**src/owss_pkg.sv**
```systemverilog
// shared types and constants for the 1-wire sensor scan sequencer
package owss_pkg;

	localparam int MAX_DEVICES_DEF = 8;
	localparam logic [7:0] FAMILY_RESET = 8'd40;

	localparam int IN_DATA_W  = 88;
	localparam int OUT_DATA_W = 88;
	localparam int ROM_W      = 64;
	localparam int INDEX_W    = 3;
	localparam int LISTED_W   = 4;

	typedef enum logic [2:0] {
		ACT_NONE         = 3'd0,
		ACT_SEARCH_FIRST = 3'd1,
		ACT_SEARCH_NEXT  = 3'd2,
		ACT_CONVERT      = 3'd3,
		ACT_READ         = 3'd4,
		ACT_REPORT       = 3'd5
	} act_t;

	typedef enum logic [9:0] {
		PH_IDLE          = 10'b00_0000_0001,
		PH_LIST_FIRST    = 10'b00_0000_0010,
		PH_LIST_NEXT     = 10'b00_0000_0100,
		PH_LIST_CHECK    = 10'b00_0000_1000,
		PH_CONVERT       = 10'b00_0001_0000,
		PH_CONVERT_CHECK = 10'b00_0010_0000,
		PH_ENUM_START    = 10'b00_0100_0000,
		PH_ENUM          = 10'b00_1000_0000,
		PH_READ          = 10'b01_0000_0000,
		PH_EXTRACT       = 10'b10_0000_0000
	} phase_t;

endpackage

```
**src/onewire_sensor_scan_sequencer.sv**
```systemverilog
// 1-wire sensor scan sequencer top level
// each result passes through the input register and then the result register
// throughput: one input transaction per cycle unless the output stalls, one result per input
// the device table ram is read at the next cursor value, so its data is ready for the next step
// reset clears phase to idle, cursor and device count to zero, family code to 40
// device table entries are not cleared by reset and are defined only once written
module onewire_sensor_scan_sequencer
	import owss_pkg::*;
#(
	parameter int MAX_DEVICES = MAX_DEVICES_DEF
) (
	input  logic                  clk,
	input  logic                  arst_n,
	input  logic                  s_tvalid,
	output logic                  s_tready,
	// bus_failed, found_rom, scratch_low, scratch_high, zero pad
	input  logic [IN_DATA_W-1:0]  s_tdata,
	// last_device_found
	input  logic                  s_tlast,
	output logic                  m_tvalid,
	input  logic                  m_tready,
	// device_index, device_rom, report_low, report_high, report_failed, devices_listed
	output logic [OUT_DATA_W-1:0] m_tdata,
	// action
	output logic [2:0]            m_tuser,
	input  logic                  cfg_valid,
	output logic                  cfg_ready,
	input  logic [7:0]            cfg_data
);

	localparam int CW = $clog2(MAX_DEVICES + 1);
	localparam int AW = (MAX_DEVICES > 1) ? $clog2(MAX_DEVICES) : 1;
	localparam logic [CW-1:0] MAX_C = CW'(MAX_DEVICES);

	logic [7:0]       family_q;
	phase_t           phase_q, phase_d;
	logic [CW-1:0]    cursor_q, cursor_d, count_q, count_d, cursor_inc;

	logic             v_s1;
	logic             failed_s1, last_s1;
	logic [ROM_W-1:0] rom_s1;
	logic [7:0]       lo_s1, hi_s1;

	logic             v_s2;
	act_t             act_s2;
	logic [INDEX_W-1:0] idx_s2;
	logic [ROM_W-1:0] rom_s2;
	logic [7:0]       lo_s2, hi_s2;
	logic             fail_s2;
	logic [LISTED_W-1:0] listed_s2;

	logic             adv, step, wr_en;
	logic [ROM_W-1:0] rd_data;
	act_t             act_c;
	logic             idx_sel;
	logic [ROM_W-1:0] rom_c;
	logic [7:0]       lo_c, hi_c;
	logic             fail_c;
	logic [CW+INDEX_W-1:0]  cursor_ext;
	logic [CW+LISTED_W-1:0] count_ext;
	logic [INDEX_W-1:0]     idx_c;

	assign cfg_ready = 1'b1;
	assign adv       = !v_s2 || m_tready;
	assign s_tready  = !v_s1 || adv;
	assign step      = v_s1 && adv;

	assign cursor_inc = cursor_q + CW'(1);
	assign cursor_ext = {{INDEX_W{1'b0}}, cursor_q};
	assign count_ext  = {{LISTED_W{1'b0}}, count_d};
	assign idx_c      = idx_sel ? cursor_ext[INDEX_W-1:0] : '0;

	owss_ram #(
		.WIDTH (ROM_W),
		.DEPTH (MAX_DEVICES)
	) u_table (
		.clk     (clk),
		.wr_en   (wr_en),
		.wr_addr (cursor_q[AW-1:0]),
		.wr_data (rom_s1),
		.rd_addr (cursor_d[AW-1:0]),
		.rd_data (rd_data)
	);

	always_comb begin
		phase_d  = phase_q;
		cursor_d = cursor_q;
		count_d  = count_q;
		wr_en    = 1'b0;
		act_c    = ACT_NONE;
		idx_sel  = 1'b0;
		rom_c    = '0;
		lo_c     = '0;
		hi_c     = '0;
		fail_c   = 1'b0;
		if (step) begin
			unique case (phase_q)
				PH_LIST_FIRST: begin
					cursor_d = '0;
					act_c    = ACT_SEARCH_FIRST;
					phase_d  = PH_LIST_CHECK;
				end
				PH_LIST_CHECK: begin
					phase_d = failed_s1 ? PH_IDLE : PH_LIST_NEXT;
				end
				PH_LIST_NEXT: begin
					wr_en    = 1'b1;
					cursor_d = cursor_inc;
					if (last_s1 || cursor_inc >= MAX_C) begin
						count_d = cursor_inc;
						phase_d = PH_CONVERT;
					end else begin
						act_c   = ACT_SEARCH_NEXT;
						phase_d = PH_LIST_CHECK;
					end
				end
				PH_CONVERT: begin
					act_c   = ACT_CONVERT;
					phase_d = PH_CONVERT_CHECK;
				end
				PH_CONVERT_CHECK: begin
					phase_d = failed_s1 ? PH_IDLE : PH_ENUM_START;
				end
				PH_ENUM_START: begin
					cursor_d = '0;
					phase_d  = PH_ENUM;
				end
				PH_ENUM: begin
					if (cursor_q >= count_q) begin
						phase_d = PH_IDLE;
					end else if (rd_data[7:0] == family_q) begin
						phase_d = PH_READ;
					end else begin
						cursor_d = cursor_inc;
					end
				end
				PH_READ: begin
					act_c   = ACT_READ;
					idx_sel = 1'b1;
					rom_c   = rd_data;
					phase_d = PH_EXTRACT;
				end
				PH_EXTRACT: begin
					act_c    = ACT_REPORT;
					idx_sel  = 1'b1;
					lo_c     = lo_s1;
					hi_c     = hi_s1;
					fail_c   = failed_s1;
					cursor_d = cursor_inc;
					phase_d  = PH_ENUM;
				end
				default: begin
					phase_d = PH_LIST_FIRST;
				end
			endcase
		end
	end

	always_ff @(posedge clk or negedge arst_n) begin
		if (!arst_n) begin
			family_q <= FAMILY_RESET;
			phase_q  <= PH_IDLE;
			cursor_q <= '0;
			count_q  <= '0;
			v_s1     <= 1'b0;
			v_s2     <= 1'b0;
		end else begin
			if (cfg_valid && cfg_ready) begin
				family_q <= cfg_data;
			end
			phase_q  <= phase_d;
			cursor_q <= cursor_d;
			count_q  <= count_d;
			if (s_tready) begin
				v_s1 <= s_tvalid;
			end
			if (adv) begin
				v_s2 <= v_s1;
			end
		end
	end

	always_ff @(posedge clk) begin
		if (s_tvalid && s_tready) begin
			failed_s1 <= s_tdata[0];
			rom_s1    <= s_tdata[64:1];
			lo_s1     <= s_tdata[72:65];
			hi_s1     <= s_tdata[80:73];
			last_s1   <= s_tlast;
		end
		if (step) begin
			act_s2    <= act_c;
			idx_s2    <= idx_c;
			rom_s2    <= rom_c;
			lo_s2     <= lo_c;
			hi_s2     <= hi_c;
			fail_s2   <= fail_c;
			listed_s2 <= count_ext[LISTED_W-1:0];
		end
	end

	assign m_tvalid = v_s2;
	assign m_tuser  = act_s2;
	assign m_tdata  = {listed_s2, fail_s2, hi_s2, lo_s2, rom_s2, idx_s2};

	// device count never passes the table depth
	a_count_range: assert property (@(posedge clk) disable iff (!arst_n)
		count_q <= MAX_C)
		else $error("device count beyond table depth");

	a_cursor_range: assert property (@(posedge clk) disable iff (!arst_n)
		cursor_q <= MAX_C)
		else $error("cursor beyond table depth");

	// a search restart always rewinds the cursor
	a_first_rewind: assert property (@(posedge clk) disable iff (!arst_n)
		step && phase_q == PH_LIST_FIRST |=> cursor_q == '0 && phase_q == PH_LIST_CHECK)
		else $error("search restart did not rewind cursor");

	// a waiting result transaction holds its data
	a_out_hold: assert property (@(posedge clk) disable iff (!arst_n)
		m_tvalid && !m_tready |=> m_tvalid && $stable(m_tdata) && $stable(m_tuser))
		else $error("result transaction changed while waiting");

endmodule

```
**src/owss_ram.sv**
```systemverilog
// generic single-port-write ram with one registered read port
module owss_ram #(
	parameter int WIDTH = 64,
	parameter int DEPTH = 8,
	localparam int AW = (DEPTH > 1) ? $clog2(DEPTH) : 1
) (
	input  logic             clk,
	input  logic             wr_en,
	input  logic [AW-1:0]    wr_addr,
	input  logic [WIDTH-1:0] wr_data,
	input  logic [AW-1:0]    rd_addr,
	output logic [WIDTH-1:0] rd_data
);

	logic [WIDTH-1:0] mem [DEPTH];

	always_ff @(posedge clk) begin
		if (wr_en) begin
			mem[wr_addr] <= wr_data;
		end
		rd_data <= mem[rd_addr];
	end

endmodule
```
**config.mk**
```make
export PLATFORM = sky130hd
export DESIGN_NAME = onewire_sensor_scan_sequencer
export DESIGN_NICKNAME = d
export VERILOG_FILES = /design/src/owss_pkg.sv /design/src/onewire_sensor_scan_sequencer.sv /design/src/owss_ram.sv
export SDC_FILE = /design/constraint.sdc
export NUM_CORES = 1
export LEC_CHECK = 0
export BUFFER_PORTS_ARGS = -buffer_cell sky130_fd_sc_hd__buf_2
export CAP_MARGIN = 20
export CORE_AREA = 4 4 215 217
export DETAILED_ROUTE_END_ITERATION = 12
export DIE_AREA = 0 0 219 221
export GPL_ROUTABILITY_DRIVEN = 0
export MAX_ROUTING_LAYER = met4
export PLACE_DENSITY = 0.83
export SLEW_MARGIN = 20
export SYNTH_ARGS = -nofsm -noshare
export SYNTH_HDL_FRONTEND = slang
export SYNTH_SLANG_ARGS = --single-unit
```
**constraint.sdc**
```tcl
create_clock -name clk -period 17.6 [get_ports clk]
set_input_delay 3.52 -clock clk [delete_from_list [all_inputs] [get_ports clk]]
set_output_delay 3.52 -clock clk [all_outputs]
set_load 0.05 [all_outputs]
```
**After elaboration in Yosys (flattened, before gate mapping)**

Memory sizes are Yosys's and may differ from the RTL's. A register that Yosys moved wholly into a read port is not among the register bits.
Index checks and enable logic that the tools add are counted.

- Add/subtract/negate cells: 1
- Multipliers: 0
- Divide/modulo/power cells: 0
- Magnitude comparators: 2
- Equality and inequality tests: 13
- Shifts and indexed selects: 0
- Mux-type cells: 21
- Bitwise logic cells: 0
- Reductions and logical operators: 14

Operator list:

| operator | number |
|---|---|
| one-hot mux 10 bit (8 select lines) | 1 |
| 2-to-1 mux 10 bit | 2 |
| 2-to-1 mux 4 bit | 5 |
| one-hot mux 3 bit (5 select lines) | 1 |
| one-hot mux 4 bit (3 select lines) | 1 |
| equality test 10 bit (second input constant) | 1 |
| equality test 10 x 2 -> 1 bit (second input constant) | 1 |
| equality test 10 x 3 -> 1 bit (second input constant) | 1 |
| equality test 10 x 4 -> 1 bit (second input constant) | 1 |
| equality test 10 x 5 -> 1 bit (second input constant) | 1 |
| equality test 10 x 6 -> 1 bit (second input constant) | 1 |
| equality test 10 x 7 -> 1 bit (second input constant) | 1 |
| equality test 10 x 8 -> 1 bit (second input constant) | 1 |
| equality test 10 x 9 -> 1 bit (second input constant) | 1 |
| equality test 8 bit | 1 |
| OR reduction 2 bit | 4 |
| 2-to-1 mux 7 bit | 1 |
| 2-to-1 mux 1 bit | 6 |
| 2-to-1 mux 3 bit | 2 |
| 2-to-1 mux 5 bit | 1 |
| adder 4 x 1 -> 4 bit (second input constant) | 1 |
| greater-or-equal comparator 4 bit | 1 |
| greater-or-equal comparator 4 bit (second input constant) | 1 |
| != test 2 bit (second input constant) | 2 |
| 8 further kinds | 12 |

- Register bits: 201
- Latch bits: 0
- Bits in writable memories: 512
- Memory bits (read-only): 0
- Input bits: 102
- Output and inout port bits: 94
- Memories kept: 1

Memories:

| memory | words | width | read ports | clocked after memory_dff | write ports | line | RTL |
|---|---|---|---|---|---|---|---|
| u_table.mem | 8 | 64 | 1 | 1 | 1 | owss_ram.sv:15 | `logic [WIDTH-1:0] mem [DEPTH];` |

**Logic depth before layout (Yosys ltp)**

Gate-level depths: netlist of the first run.

- Depth after elaboration: 6
- Mapped depth: 15
- Depth with buffers taken out: 12

**Modules after synthesis**

A second synthesis of the first run with hierarchy kept.

- Cells, all modules: 1,251
- Area total of the unflattened synthesis: 28,085.7 um^2

Modules (own cells, without submodules):

| module | times used | cells an instance | area each (um^2) |
|---|---|---|---|
| owss_ram | 1 | 816 | 20,547.2 |
| onewire_sensor_scan_sequencer | 1 | 435 | 7,538.5 |

**Worst setup path before layout of the first run**

OpenSTA, ideal clock, no wires.

- Kind: input to register
- From: input port m_tready
- To: memory u_table.mem[0][0] (enable)
- Arrival time: 12.219 ns
- Data required time: 16.954 ns
- Setup slack: 4.735 ns
- Stages on the path: 5
- Path buffers: 0
- Path through: nand2b_1 -> nand2_1 -> inv_1 -> nand4_1 -> nor4_1

- Longest elaborated chain between the ends: 5

RTL lines:

| element | line | RTL |
|---|---|---|
| from (decl) | onewire_sensor_scan_sequencer.sv:21 | `input logic m_tready,` |
| logical OR 1 bit | onewire_sensor_scan_sequencer.sv:64 | `assign adv = !v_s2 \|\| m_tready;` |
| logical AND 1 bit | onewire_sensor_scan_sequencer.sv:66 | `assign step = v_s1 && adv;` |
| via step | onewire_sensor_scan_sequencer.sv:52 | `logic adv, step, wr_en;` |
| 2-to-1 mux 1 bit | onewire_sensor_scan_sequencer.sv:96 | `if (step) begin` |
| 2-to-1 mux 1 bit | owss_ram.sv:18 | `if (wr_en) begin` |
| 2-to-1 mux 1 bit (not written as such) | owss_ram.sv:19 | `mem[wr_addr] <= wr_data;` |
| to (decl) | owss_ram.sv:15 |  |

The timed path passes the listed nets, and every way through them passes these cells.

**Final worst setup path of the first run**

- From: input port m_tready
- To: output port s_tready

- Longest elaborated chain between the ends: 2

RTL lines:

| element | line | RTL |
|---|---|---|
| logical OR 1 bit | onewire_sensor_scan_sequencer.sv:64 |  |
| logical OR 1 bit | onewire_sensor_scan_sequencer.sv:65 | `assign s_tready = !v_s1 \|\| adv;` |
| to (decl) | onewire_sensor_scan_sequencer.sv:15 | `output logic s_tready,` |

No other way between the ends.

==> results of run 1 <==
## metal layers
layer / up-vias / GRT usage [%] / wire, um
met2: 851 / 39.51 / 29710
met3: 132 / 4.225 / 4964
li1: 6499 / - / -
met5: - / - / 0
met4: 0 / 9.602 / 1723
met1: 7505 / 33.59 / 23520
## synth_stat cells, types with 2 or more instances
library cell	number	area, um^2
o221a_1	64	720.7
dfrtp_1	25	625.6
dfxtp_1	64	1281
dfstp_2	3	78.83
xnor2_1	8	70.07
nand3b_1	4	30.03
nor2_1	15	56.30
or2_2	3	18.77
and2_1	82	513.0
buf_2	28	140.1
o21ai_1	3	15.01
nor4_1	2	12.51
a32oi_1	64	560.5
o31ai_1	4	30.03
nand3_1	5	25.02
clkbuf_1	40	150.1
mux2_2	11	123.9
and3_1	5	31.28
mux2i_1	128	1281
inv_1	6	22.52
nand2_1	154	578.1
buf_4	6	45.04
nand4_1	5	31.28
ha_1	5	62.56
a22oi_1	2	15.01
buf_6	10	112.6
nor2b_1	2	12.51
o21ai_0	9	45.04
nor3_1	10	50.05
nand2b_1	6	37.54
a2bb2oi_1	64	560.5
xor2_1	4	35.03
edfxtp_1	685	20570
## worst max-delay path by stage
stage,from,to,cells past startpoint
CTS,m_tready,s_tready,3
floorplan,m_tready,u_table.mem[0][0],5
global placement,m_tready,s_tready,3
finish,m_tready,s_tready,3
detailed placement,m_tready,s_tready,3
global route,m_tready,s_tready,3
## kinds of logic after synthesis
family	share of synthesized area [%]
AOI/OAI and AO/OA	7.250
xor gates and xnor gates	0.3731
adders and majority gates	0.2221
buffers and inverters	1.755
DFF	80.08
muxes	5.042
other	0.01331
and+or+nand+nor	5.264
## cell usage in the layout, fill, tap and decap left out, drive strengths merged, types with 2 or more instances in the layout
master	n
nor2	15
clkbuf	103
nand4	6
o31ai	4
a32oi	64
dfstp	3
xor2	4
nand3	6
o21ai	13
o221a	64
mux2	12
nor3	10
a2bb2oi	64
clkinvlp	2
edfxtp	685
and3	5
or2	3
bufinv	4
clkinv	25
xnor2	8
a22oi	3
mux2i	128
buf	208
dfrtp	25
ha	5
nand2b	6
inv	9
nand3b	4
nor4	3
a21oi	2
nor2b	2
dfxtp	64
nand2	154
and2	82
## worst max-delay path: cells and delay by family
| family | cells | cell delay, ps |
|---|---|---|
| buffers and inverters | 2 | 340 |
| and+or+nand+nor | 1 | 180 |
## state kept, by name (all words and copies together) (netlist names), 8 cells and up
register / count
u_table.rd_data: 64
phase_q: 10
rom_s2: 64
lo_s2: 8
u_table.mem: 512
family_q: 8
rom_s1: 64
lo_s1: 8
hi_s2: 8
hi_s1: 8
## power breakdown
group	leakage [nW]	internal (W)	switching, W
Clock	1.16	0.000893	0.000648
Combinational	2.50	0.0000981	0.000182
Sequential	7.19	0.00208	0.0000439
Total	10.9	0.00307	0.000874
## through the flow
step	setup WS [ps]	total power (W)
2_1_floorplan	4735	0.002358
3_5_place_dp	10040	0.002436
6_report	10030	0.003942
4_1_cts	10040	0.003961
3_3_place_gp	10050	0.002425
5_1_grt	10010	0.004072
## final cells by class
| type | instances | area (um^2) | share of cell area (%) |
|---|---|---|---|
| clock inverters | 33 | 275.3 | 0.8599 |
| multi-input cells | 679 | 5215 | 16.29 |
| diodes | 1 | 2.502 | 0.007817 |
| clock buffers | 103 | 2095 | 6.543 |
| repair buffers | 208 | 1094 | 3.416 |
| well taps | 592 | 740.7 | 2.314 |
| flip-flops and latches | 777 | 22560 | 70.46 |
| inverters | 7 | 33.78 | 0.1055 |
==> summary.md, run 1 <==
| Metric | Value |
|---|---|
| Htree depth | 3 |
| Hold Path Sink | m_tvalid |
| Cts hold-fix bufs | 0 |
| Static Leak | 10.85 nW |
| Drt first pass iters | 5 |
| Max IR drop VDD | approximately 66 uV |
| Area grow syn2layout | 13.65% |
| Worst setup SP type | input pin |
| Boundary pin count | 196 |
| Largest fanout on the critical path | 3 |
| CP Capture Type | output port |
| Net count reported at finish | 1,854 |
| CP Class | in -> out |
| Synth Warn # | 0 |
| Async S/R FF share, synth | under 10% |
| Main synth FF type | edfxtp_1 |
| Initial antenna violation count | 1 |
| Crit Reg-Reg Startpoint | cursor_q[0] |
| Die area | approximately 48,000 um^2 |
| # setup viols final | 0 |
| # placed instances | 2,263 |
| Cells along the critical path | buf_2, nand3b_1, buf_2 |
| Max Cap Violations | 0 |
| Overflow after GRT | 0 |
| Layout cells sized above 1 | between 10% and 20% |
| Arr. time, crit path | 4050 ps |
| CP required | ~14,000 ps |
| Worst Max-Slew Pin Slew | between 1000 and 1500 ps |
| Status | complete, no violations |
| Hold wc startpoint | v_s1 |
| DRC viols | 0 |
| Unrepaired setup endpoints after global routing | no |
| Clk sinks | between 700 and 800 |
| Layout filler cell count | ~2,500 |
| CP peak stage delay | about 240 ps |
| Fin util | just over 70% |
| Die extent in y | between 200 and 250 um |
| Drt first-iter violations | about 1,800 |
| PortBufs | about 190 |
| Depth of the most critical reg-to-reg path | 13 |
| Antenna-violating nets left | 0 |
| CTS tree | built |
| Total number of vias | about 15,000 |
| WL/cell | 24.97 um |
| Skew final | around 26 ps |
| Final non-filler cell total | approximately 2,400 |
| Row Count | 77 |
| Time the worst path needs with I/O delays and setup | around 7600 ps |
| Count of cells resized by post-cts repair | 0 |
| Clk buf depth | 3 |
| First-pass GRT wire length | approximately 90,000 um |
| Skew-Pair Late Insertion Delay | 600 ps |
| FF+latch count, synth | approximately 780 |
| Post-synth EDFFs | ~690 |
| Reg2Reg Capture Point | u_table.rd_data[30] |
| Worst min-delay path class | reg -> reg |
| Cells after Synth | approximately 1,500 |
| Slew Limit Fails | 0 |
| Core area | 44,120 um^2 |
| Relative slew slack | between 20% and 30% |
| Starting Density | 63.83% |
| Final HPWL DP | between 20,000 and 30,000 um |
| Yosys cell types | 56 |
| Syn nets | around 1,700 |
| Fmax | between 0.1 and 0.15 GHz |
| GRT Total Usage | around 25% |
| Fin Setup TNS | 0 ps |
| Synth Cell Area | roughly 28,000 um^2 |
| DP Area | between 20,000 and 30,000 um^2 |
| CTS Root Cell | clkbuf_16 |
| Hold depth | 1 |
| Seq/Total Area, Yosys | 80.08% |
| Vias/cell | roughly 6.2 |
| Synth Area per Inst | ~18 um^2 |
| Clock slew at reported path FFs | 60 ps |
| Pwr Density | 123.2 nW/um^2 |
| Most frequent CP cell | buf_2 |
| Setup repair bufs after CTS | 0 |
| Fin area | between 30,000 and 40,000 um^2 |
| Vias in the first global route | ~15,000 |
| Crit path max-delay cell type | buf_2 |
| CTS buffer count | 74 |
| Hold Vio Cnt, Final | 0 |
| Crit share post-route | 42.99% |
| Die width | between 200 and 250 um |
| R2r setup slk | 12,560 ps |
| Drt total wl | around 60,000 um |
| Largest net degree at the start of global routing | 77 |
| Hold WS | about 490 ps |
Power figures use the tool's default switching activity.
==> run 2: changes to the inputs <==
ABC_AREA = 1   (was not set)
CORE_AREA = 4 4 234 236   (was 4 4 215 217)
DIE_AREA = 0 0 238 240   (was 0 0 219 221)
PLACE_DENSITY = 0.79   (was 0.83)
clock period = 7.25 ns   (was 17.6 ns; I/O delays follow)
==> run 2 against run 1 <==
  * Clock power rose to 2.6 times the previous value
  * Combinational power rose to 7.5 times the previous value
  * Clock skew grew 6.4 ps
  * Flip-flop and latch count stayed put
  * Synthesized cell count grew 85%
  * Count of clock-buffer cells in the layout rose by 11
  * Synthesized area grew 13%
  * Final area is 12% higher
  * Critical endpoint is now u_table.rd_data[28]
==> summary.md, run 2 <==
| Metric | Value |
|---|---|
| Largest net degree at the start of global routing | 107 (was 77) |
| Unrepaired setup endpoints after global routing | no (unchanged) |
| Count of cells resized by post-cts repair | 0 (unchanged) |
| Row Count | 84 (was 77) |
| Synth Cell Area | 31,790 um^2 (was 28,170 um^2) |
| Htree depth | 3 (unchanged) |
| Worst setup SP type | input pin (unchanged) |
| Yosys top cell area share | 64.71% (was 73.03%) |
| Die width | 238 um (was 219 um) |
| Worst min-delay path class | reg -> reg (unchanged) |
| Area grow syn2layout | 12.43% (was 13.65%) |
| Clk buf depth | 3 (unchanged) |
| Antenna diode count | 0 (was 1) |
| Crit Reg-Reg Startpoint | cursor_q[0] (unchanged) |
| Syn nets | 2,977 (was 1,656) |
| Most common cell in the netlist | edfxtp_1 (unchanged) |
| GRT Total Usage | 25.94% (was 25.14%) |
| Vias in the first global route | 21,250 (was 15,270) |
| Most frequent cells after synthesis | 685 x edfxtp_1, 591 x nand2_1, 570 x inv_1 (was 685 x edfxtp_1, 154 x nand2_1, 128 x mux2i_1) |
| DRC viols | 0 (unchanged) |
| Overflow after GRT | 0 (unchanged) |
| Time the worst path needs with I/O delays and setup | 4670 ps |
| FF+latch count, synth | 777 (unchanged) |
| Skew final | 32.77 ps (was 26.41 ps) |
| CP required | 7750 ps (was 14,080 ps) |
| CP Class | in -> reg (was in -> out) |
| Max Cap Violations | 0 (unchanged) |
| CTS Root Cell | clkbuf_16 (unchanged) |
| Hold wc startpoint | failed_s1 (was v_s1) |
| CP Capture Type | flip-flop (was output port) |
| Total number of vias | 21,240 (was 14,990) |
| Initial antenna violation count | 0 (was 1) |
| Final HPWL DP | 37,880 um (was 29,230 um) |
| Cts hold-fix bufs | 0 (unchanged) |
| Max IR drop VDD | 228.9 uV (was 66.14 uV) |
| Clock slew at reported path FFs | 60 ps (about the same) |
| CTS tree | built (unchanged) |
| Post-synth EDFFs | 685 (unchanged) |
| Antenna-violating nets left | 0 (unchanged) |
| Static Leak | 15.71 nW (was 10.85 nW) |
| Cells along the critical path | buf_2, inv_1, nand2_1, nand2_1, inv_4, nand3_2, nand2_8, nand2_8, buf_4, nand2_1, nand3_1, nand2_1, nand2_1, nand2_1 (was buf_2, nand3b_1, buf_2) |
| Seq/Total Area, Yosys | 70.95% (was 80.08%) |
| Synth Area per Inst | 11.08 um^2 (was 18.18 um^2) |
| Fin Setup TNS | 0 ps (unchanged) |
| Boundary pin count | 196 (unchanged) |
| Placement Setup Slack | 2095 ps (was 10,040 ps) |
| Max reg flops | 512 (unchanged) |
| Setup repair bufs after CTS | 0 (unchanged) |
| Yosys cell types | 34 (was 56) |
| Crit share post-route | between 60 and 70% |
| Most frequent CP cell | nand2_1 (was buf_2) |
| # setup viols final | 0 (unchanged) |
| Top cells by area, synth | edfxtp_1 65%, nand3_1 8.4%, nand2_1 7.0% (was edfxtp_1 73%, dfxtp_1 4.5%, mux2i_1 4.5%) |
| Drt first pass iters | 6 (was 5) |
| Drt total wl | 73,530 um (was 59,920 um) |
| Die area | 57,120 um^2 (was 48,400 um^2) |
| Critical Path Start | m_tready (unchanged) |
| CTS buffer count | 78 (was 74) |
| Slew Limit Fails | 0 (unchanged) |
| Layout cells sized above 1 | 12.03% (was 19.54%) |
| Core area | 52,450 um^2 (was 44,120 um^2) |
| Hold WS | 488.6 ps (was 489.6 ps) |
| Fmax | between 0.2 and 0.25 GHz |
| Synth Warn # | 0 (unchanged) |
| First-pass GRT wire length | 111,800 um (was 89,980 um) |
| Crit path max-delay cell type | buf_4 (was buf_2) |
| Status | complete, no violations (unchanged) |
| CP peak stage delay | 890 ps (was 240 ps) |
| Reg with most FFs | u_table.mem (unchanged) |
| Pwr Density | 322.1 nW/um^2 (was 123.2 nW/um^2) |
| WL/cell | 19.49 um (was 24.97 um) |
| Main synth FF type | edfxtp_1 (unchanged) |
| Final WS setup | 2580 ps (was 10,030 ps) |
| PortBufs | 187 (unchanged) |
| Layout filler cell count | 3,466 (was 2,533) |
| Clk sinks | 777 (unchanged) |
| Vias/cell | 5.630 (was 6.245) |
| Starting Density | 60.61% (was 63.83%) |
| Drt first-iter violations | 2,499 (was 1,793) |
| Skew-Pair Late Insertion Delay | 620 ps (was 600 ps) |
| Area leader, netlist | edfxtp_1 (unchanged) |
| Die extent in y | 240 um (was 221 um) |
| Commonest non-fill, non-tap cell in the layout | edfxtp_1 (unchanged) |
| Relative slew slack | 26.88% (was 24.23%) |
| Most frequent cells in the layout | 685 x edfxtp_1, 590 x nand2_1, 567 x inv_1 (was 685 x edfxtp_1, 187 x buf_2, 153 x nand2_1) |
| Arr. time, crit path | 5170 ps (was 4050 ps) |
| Largest fanout on the critical path | 106 (was 3) |
| Async S/R FF share, synth | 3.604% (unchanged) |
| Hold Vio Cnt, Final | 0 (unchanged) |
| Worst Max-Slew Pin Slew | 1097 ps (was 1137 ps) |
| Net count reported at finish | 3,129 (was 1,854) |
| Cells after Synth | 2,870 (was 1,549) |
[run 2: cell count changes after synthesis, sizes merged, moves of 6 or more]
cell,change
inv,+572
nand3,+532
nand2,+443
mux2i,-128
nor2,+98
and2,-82
a2bb2oi,-64
a32oi,-64
o221a,-64
buf,+61
nand3b,+60
mux2,-9
o21ai,+8
nand2b,-6
[run 2: cell type report]
| class | count | area [um^2] | area share (%) |
|---|---|---|---|
| Clock inverter | 29 | 365.4 | 1.022 |
| Inverter | 578 | 2177 | 6.091 |
| Clock buffer | 114 | 2231 | 6.242 |
| Multi-Input combinational cell | 1370 | 6379 | 17.85 |
| Sequential cell | 777 | 22560 | 63.11 |
| Timing Repair Buffer | 217 | 1174 | 3.284 |
| Tap cell | 688 | 860.8 | 2.408 |
[run 2: per-stage QoR]
step           cells  power, W  utilization (%)  instance area, um^2
6_report        3773   0.01151            68.15                35740
5_1_grt         3773   0.01200            68.15                35740
4_1_cts         3773   0.01155            68.15                35740
3_5_place_dp    3630  0.007505            63.20                33150
3_3_place_gp    3630  0.007405            63.20                33150
2_1_floorplan   2870  0.007023                -                31790
[run 2: logic make-up after synthesis]
family          synth area share [%]
simple gates                   18.90
flops                          70.95
buf+inv                        9.249
compound gates                0.4447
fa+ha+maj                     0.1968
xor+xnor                      0.1378
mux                           0.1063
other cells                  0.01180
[run 2: power breakdown]
group / internal [W] / leakage (nW) / switching (W)
clock: 0.00242 / 1.27 / 0.00163
combinational: 0.000560 / 7.25 / 0.00155
sequential: 0.00520 / 7.19 / 0.000154
total: 0.00818 / 15.7 / 0.00333
[run 2: metal layers]
layer | global-route usage (%) | vias up | wire length [um]
li1 | - | 9649 | -
met1 | 32.43 | 10310 | 28150
met2 | 43.06 | 1108 | 36510
met3 | 3.946 | 179 | 6737
met4 | 10.75 | 0 | 2133
met5 | - | - | 0
[run 2: worst max-delay path, delay by kind of cell]
kind	cells	cell delay, ps
simple gates	10	2250
buf+inv	4	1320
[run 2: worst paths after layout]
check,slack (ps),end,depth (start not counted)
worst max-delay path,2580,u_table.rd_data[28],14
worst min-delay path,490,phase_q[6],1
worst max register to register,2630,u_table.rd_data[28],16
worst min register to register,490,phase_q[6],1
max in group asynchronous,5930,v_s1,1
min in group asynchronous,870,count_q[3],1
==> run 3: changes to the inputs <==
clock period = 4.7 ns   (was 7.25 ns; I/O delays follow)
==> run 3 against run 2 <==
  * Clock skew decreased by 11 ps
  * Hold slack got worse by 130 ps
  * Register-to-register slack got worse by 1600 ps
  * Utilization increased by 0.30 points
  * Flip-flop and latch count unchanged
  * Sequential power increased by 55%
  * Critical path depth increased by 2
  * Power increased by 54%
  * Setup slack got worse by 1600 ps
  * Sequential share of layout area decreased by 0.28 points
  * Wire length decreased by 2.0%
  * Non-clock buffer count unchanged
  * Critical path type is now reg -> reg
  * Largest cell class unchanged
==> summary.md, run 3 (synthesis gave the netlist of run 2 again) <==
| Metric | Value |
|---|---|
| CTS tree | built (unchanged) |
| Starting Density | 60.61% (unchanged) |
| WL/cell | 19.10 um (was 19.49 um) |
| Static Leak | 15.77 nW (was 15.71 nW) |
| DP Area | 33,280 um^2 (was 33,150 um^2) |
| Clock slew at reported path FFs | 60 ps (about the same) |
| Antenna-violating nets left | 0 (unchanged) |
| Area grow syn2layout | 12.93% (was 12.43%) |
| Drt first pass iters | 6 (unchanged) |
| Layout filler cell count | 3,439 (was 3,466) |
| Reg with most FFs | u_table.mem (unchanged) |
| Delay-heaviest family, CP | simple AND/OR/NAND/NOR gates (unchanged) |
| Setup repair bufs after CTS | 0 (unchanged) |
| Worst min-delay path class | in -> async (was reg -> reg) |
| Max IR drop VDD | 311.9 uV (was 228.9 uV) |
| Clk buf depth | 3 (unchanged) |
| Fmax | about 0.27 GHz |
| Vias/cell | 5.606 (was 5.630) |
| Cts hold-fix bufs | 0 (unchanged) |
| Depth of the most critical reg-to-reg path | 16 (unchanged) |
| Htree depth | 3 (unchanged) |
| Max reg flops | 512 (unchanged) |
| Core area | 52,450 um^2 (unchanged) |
| CTS buffer count | 77 (was 78) |
| Commonest non-fill, non-tap cell in the layout | edfxtp_1 (unchanged) |
| Most frequent CP cell | nand2_1 (unchanged) |
| Worst setup SP type | flip-flop (was input pin) |
| Pwr Density | 495.5 nW/um^2 (was 322.1 nW/um^2) |
| CP Class | reg -> reg (was in -> reg) |
| Clk sinks | 777 (unchanged) |
| Time the worst path needs with I/O delays and setup | approximately 3700 ps |
| Sum of buffers and inverters on the critical path | 2 (was 4) |
| Skew-Pair Late Insertion Delay | 620 ps (about the same) |
| Cells along the critical path | inv_1, ha_1, nand4_1, nand3_1, nor2_1, nand2_1, nand2_1, nand3_2, nand2_8, nand2_8, buf_12, nand2_1, nand3_1, nand2_1, nand2_1, nand2_1 (was buf_2, inv_1, nand2_1, nand2_1, inv_4, nand3_2, nand2_8, nand2_8, buf_4, nand2_1, nand3_1, nand2_1, nand2_1, nand2_1) |
| Crit share post-route | between 70% and 80% |
| Max Cap Violations | 0 (unchanged) |
| Die width | 238 um (unchanged) |
| Slew Limit Fails | 0 (unchanged) |
| Overflow after GRT | 0 (unchanged) |
| Final HPWL DP | 37,170 um (was 37,880 um) |
| Fin area | 35,900 um^2 (was 35,740 um^2) |
| Row Count | 84 (unchanged) |
| Crit Reg-Reg Startpoint | cursor_q[0] (unchanged) |
| R2r setup slk | 980 ps (was 2630 ps) |
| CP peak stage delay | 560 ps (was 890 ps) |
| Relative slew slack | 27.45% (was 26.88%) |
| Reg2Reg Capture Point | u_table.rd_data[47] (was u_table.rd_data[28]) |
| Crit path max-delay cell type | dfrtp_1 (was buf_4) |
| Most frequent cells in the layout | 685 x edfxtp_1, 590 x nand2_1, 567 x inv_1 (unchanged) |
| Net count reported at finish | 3,128 (was 3,129) |
| Drt total wl | 72,090 um (was 73,530 um) |
| Arr. time, crit path | 4270 ps (was 5170 ps) |
| Worst Max-Slew Pin Slew | 1088 ps (was 1097 ps) |
| First-pass GRT wire length | 110,300 um (was 111,800 um) |
| Vias in the first global route | 21,190 (was 21,250) |
| # setup viols final | 0 (unchanged) |
| CTS Root Cell | clkbuf_16 (unchanged) |
| Largest net degree at the start of global routing | 167 (was 107) |
| Skew final | 22.16 ps (was 32.77 ps) |
| Boundary pin count | 196 (unchanged) |
| Initial antenna violation count | 2 (was 0) |
| GRT Total Usage | 25.45% (was 25.94%) |
| Drt first-iter violations | 2,149 (was 2,499) |
| Status | complete, no violations (unchanged) |
| Hold Vio Cnt, Final | 0 (unchanged) |
| Die extent in y | 240 um (unchanged) |
| Total number of vias | 21,160 (was 21,240) |
| Fin Setup TNS | 0 ps (unchanged) |
| Fin util | 68.45% (was 68.15%) |
| Unrepaired setup endpoints after global routing | no (unchanged) |
| CP Capture Type | flip-flop (unchanged) |
| Layout cells sized above 1 | 12.32% (was 12.03%) |
| Largest fanout on the critical path | 74 (was 106) |
| PortBufs | 187 (unchanged) |
| DRC viols | 0 (unchanged) |
| CP required | 5250 ps (was 7750 ps) |
| Die area | 57,120 um^2 (unchanged) |
| Count of cells resized by post-cts repair | 0 (unchanged) |
==> run 3: per-layer routing <==
metal	track usage, %	part of all wire [%]
met2	41.79	49
met1	31.68	38
met5	-	0
met4	11.64	3.6
met3	3.911	8.9
==> run 3: final cells by class <==
cell class | count | area [um^2] | area share (%)
Clock buffer | 108 | 2198 | 6.124
Clock inverter | 35 | 412.9 | 1.150
Sequential cell | 777 | 22560 | 62.83
Antenna cell | 2 | 5.005 | 0.01394
Tap cell | 688 | 860.8 | 2.398
Inverter | 578 | 2177 | 6.064
Multi-Input combinational cell | 1370 | 6379 | 17.77
Timing Repair Buffer | 217 | 1311 | 3.653
==> run 3: where the power goes <==
group          switching (W)  internal, W  leakage (nW)
sequential          0.000248      0.00802          7.19
combinational        0.00237     0.000896          7.29
clock                0.00253      0.00372          1.28
total                0.00515       0.0126          15.8
==> run 3: worst max-delay path by stage <==
stage                      startpoint                   to  slack [ps]  depth (start not counted)
after floorplan              m_tready    u_table.mem[3][0]       -1680                          6
after global placement    cursor_q[0]  u_table.rd_data[49]        1220                         16
after detailed placement  cursor_q[0]  u_table.rd_data[37]        1080                         16
after CTS                 cursor_q[0]  u_table.rd_data[36]        1030                         16
after global routing      cursor_q[0]  u_table.rd_data[36]         800                         16
final                     cursor_q[0]  u_table.rd_data[47]         980                         16
==> run 3: worst register-to-register path: stages (launching register included) <==
cell and delay, ps:
dfrtp_1 560, inv_1 290, ha_1 360, nand4_1 100, nand3_1 170, nor2_1 190, nand2_1 100, nand2_1 80
nand3_2 170, nand2_8 320, nand2_8 420, buf_12 420, nand2_1 130, nand3_1 80, nand2_1 110, nand2_1 50
nand2_1 110
==> run 3: per-stage QoR <==
| stage | hold WS [ps] | total power [W] | cells | setup slack, ps |
|---|---|---|---|---|
| 2_1_floorplan | 436.0 | 0.01083 | 2870 | -1676 |
| 3_3_place_gp | 477.7 | 0.01145 | 3630 | 1219 |
| 3_5_place_dp | 506.7 | 0.01161 | 3630 | 1083 |
| 4_1_cts | 358.4 | 0.01784 | 3773 | 1030 |
| 5_1_grt | 401.2 | 0.01850 | 3774 | 801.4 |
| 6_report | 359.7 | 0.01779 | 3775 | 983.4 |
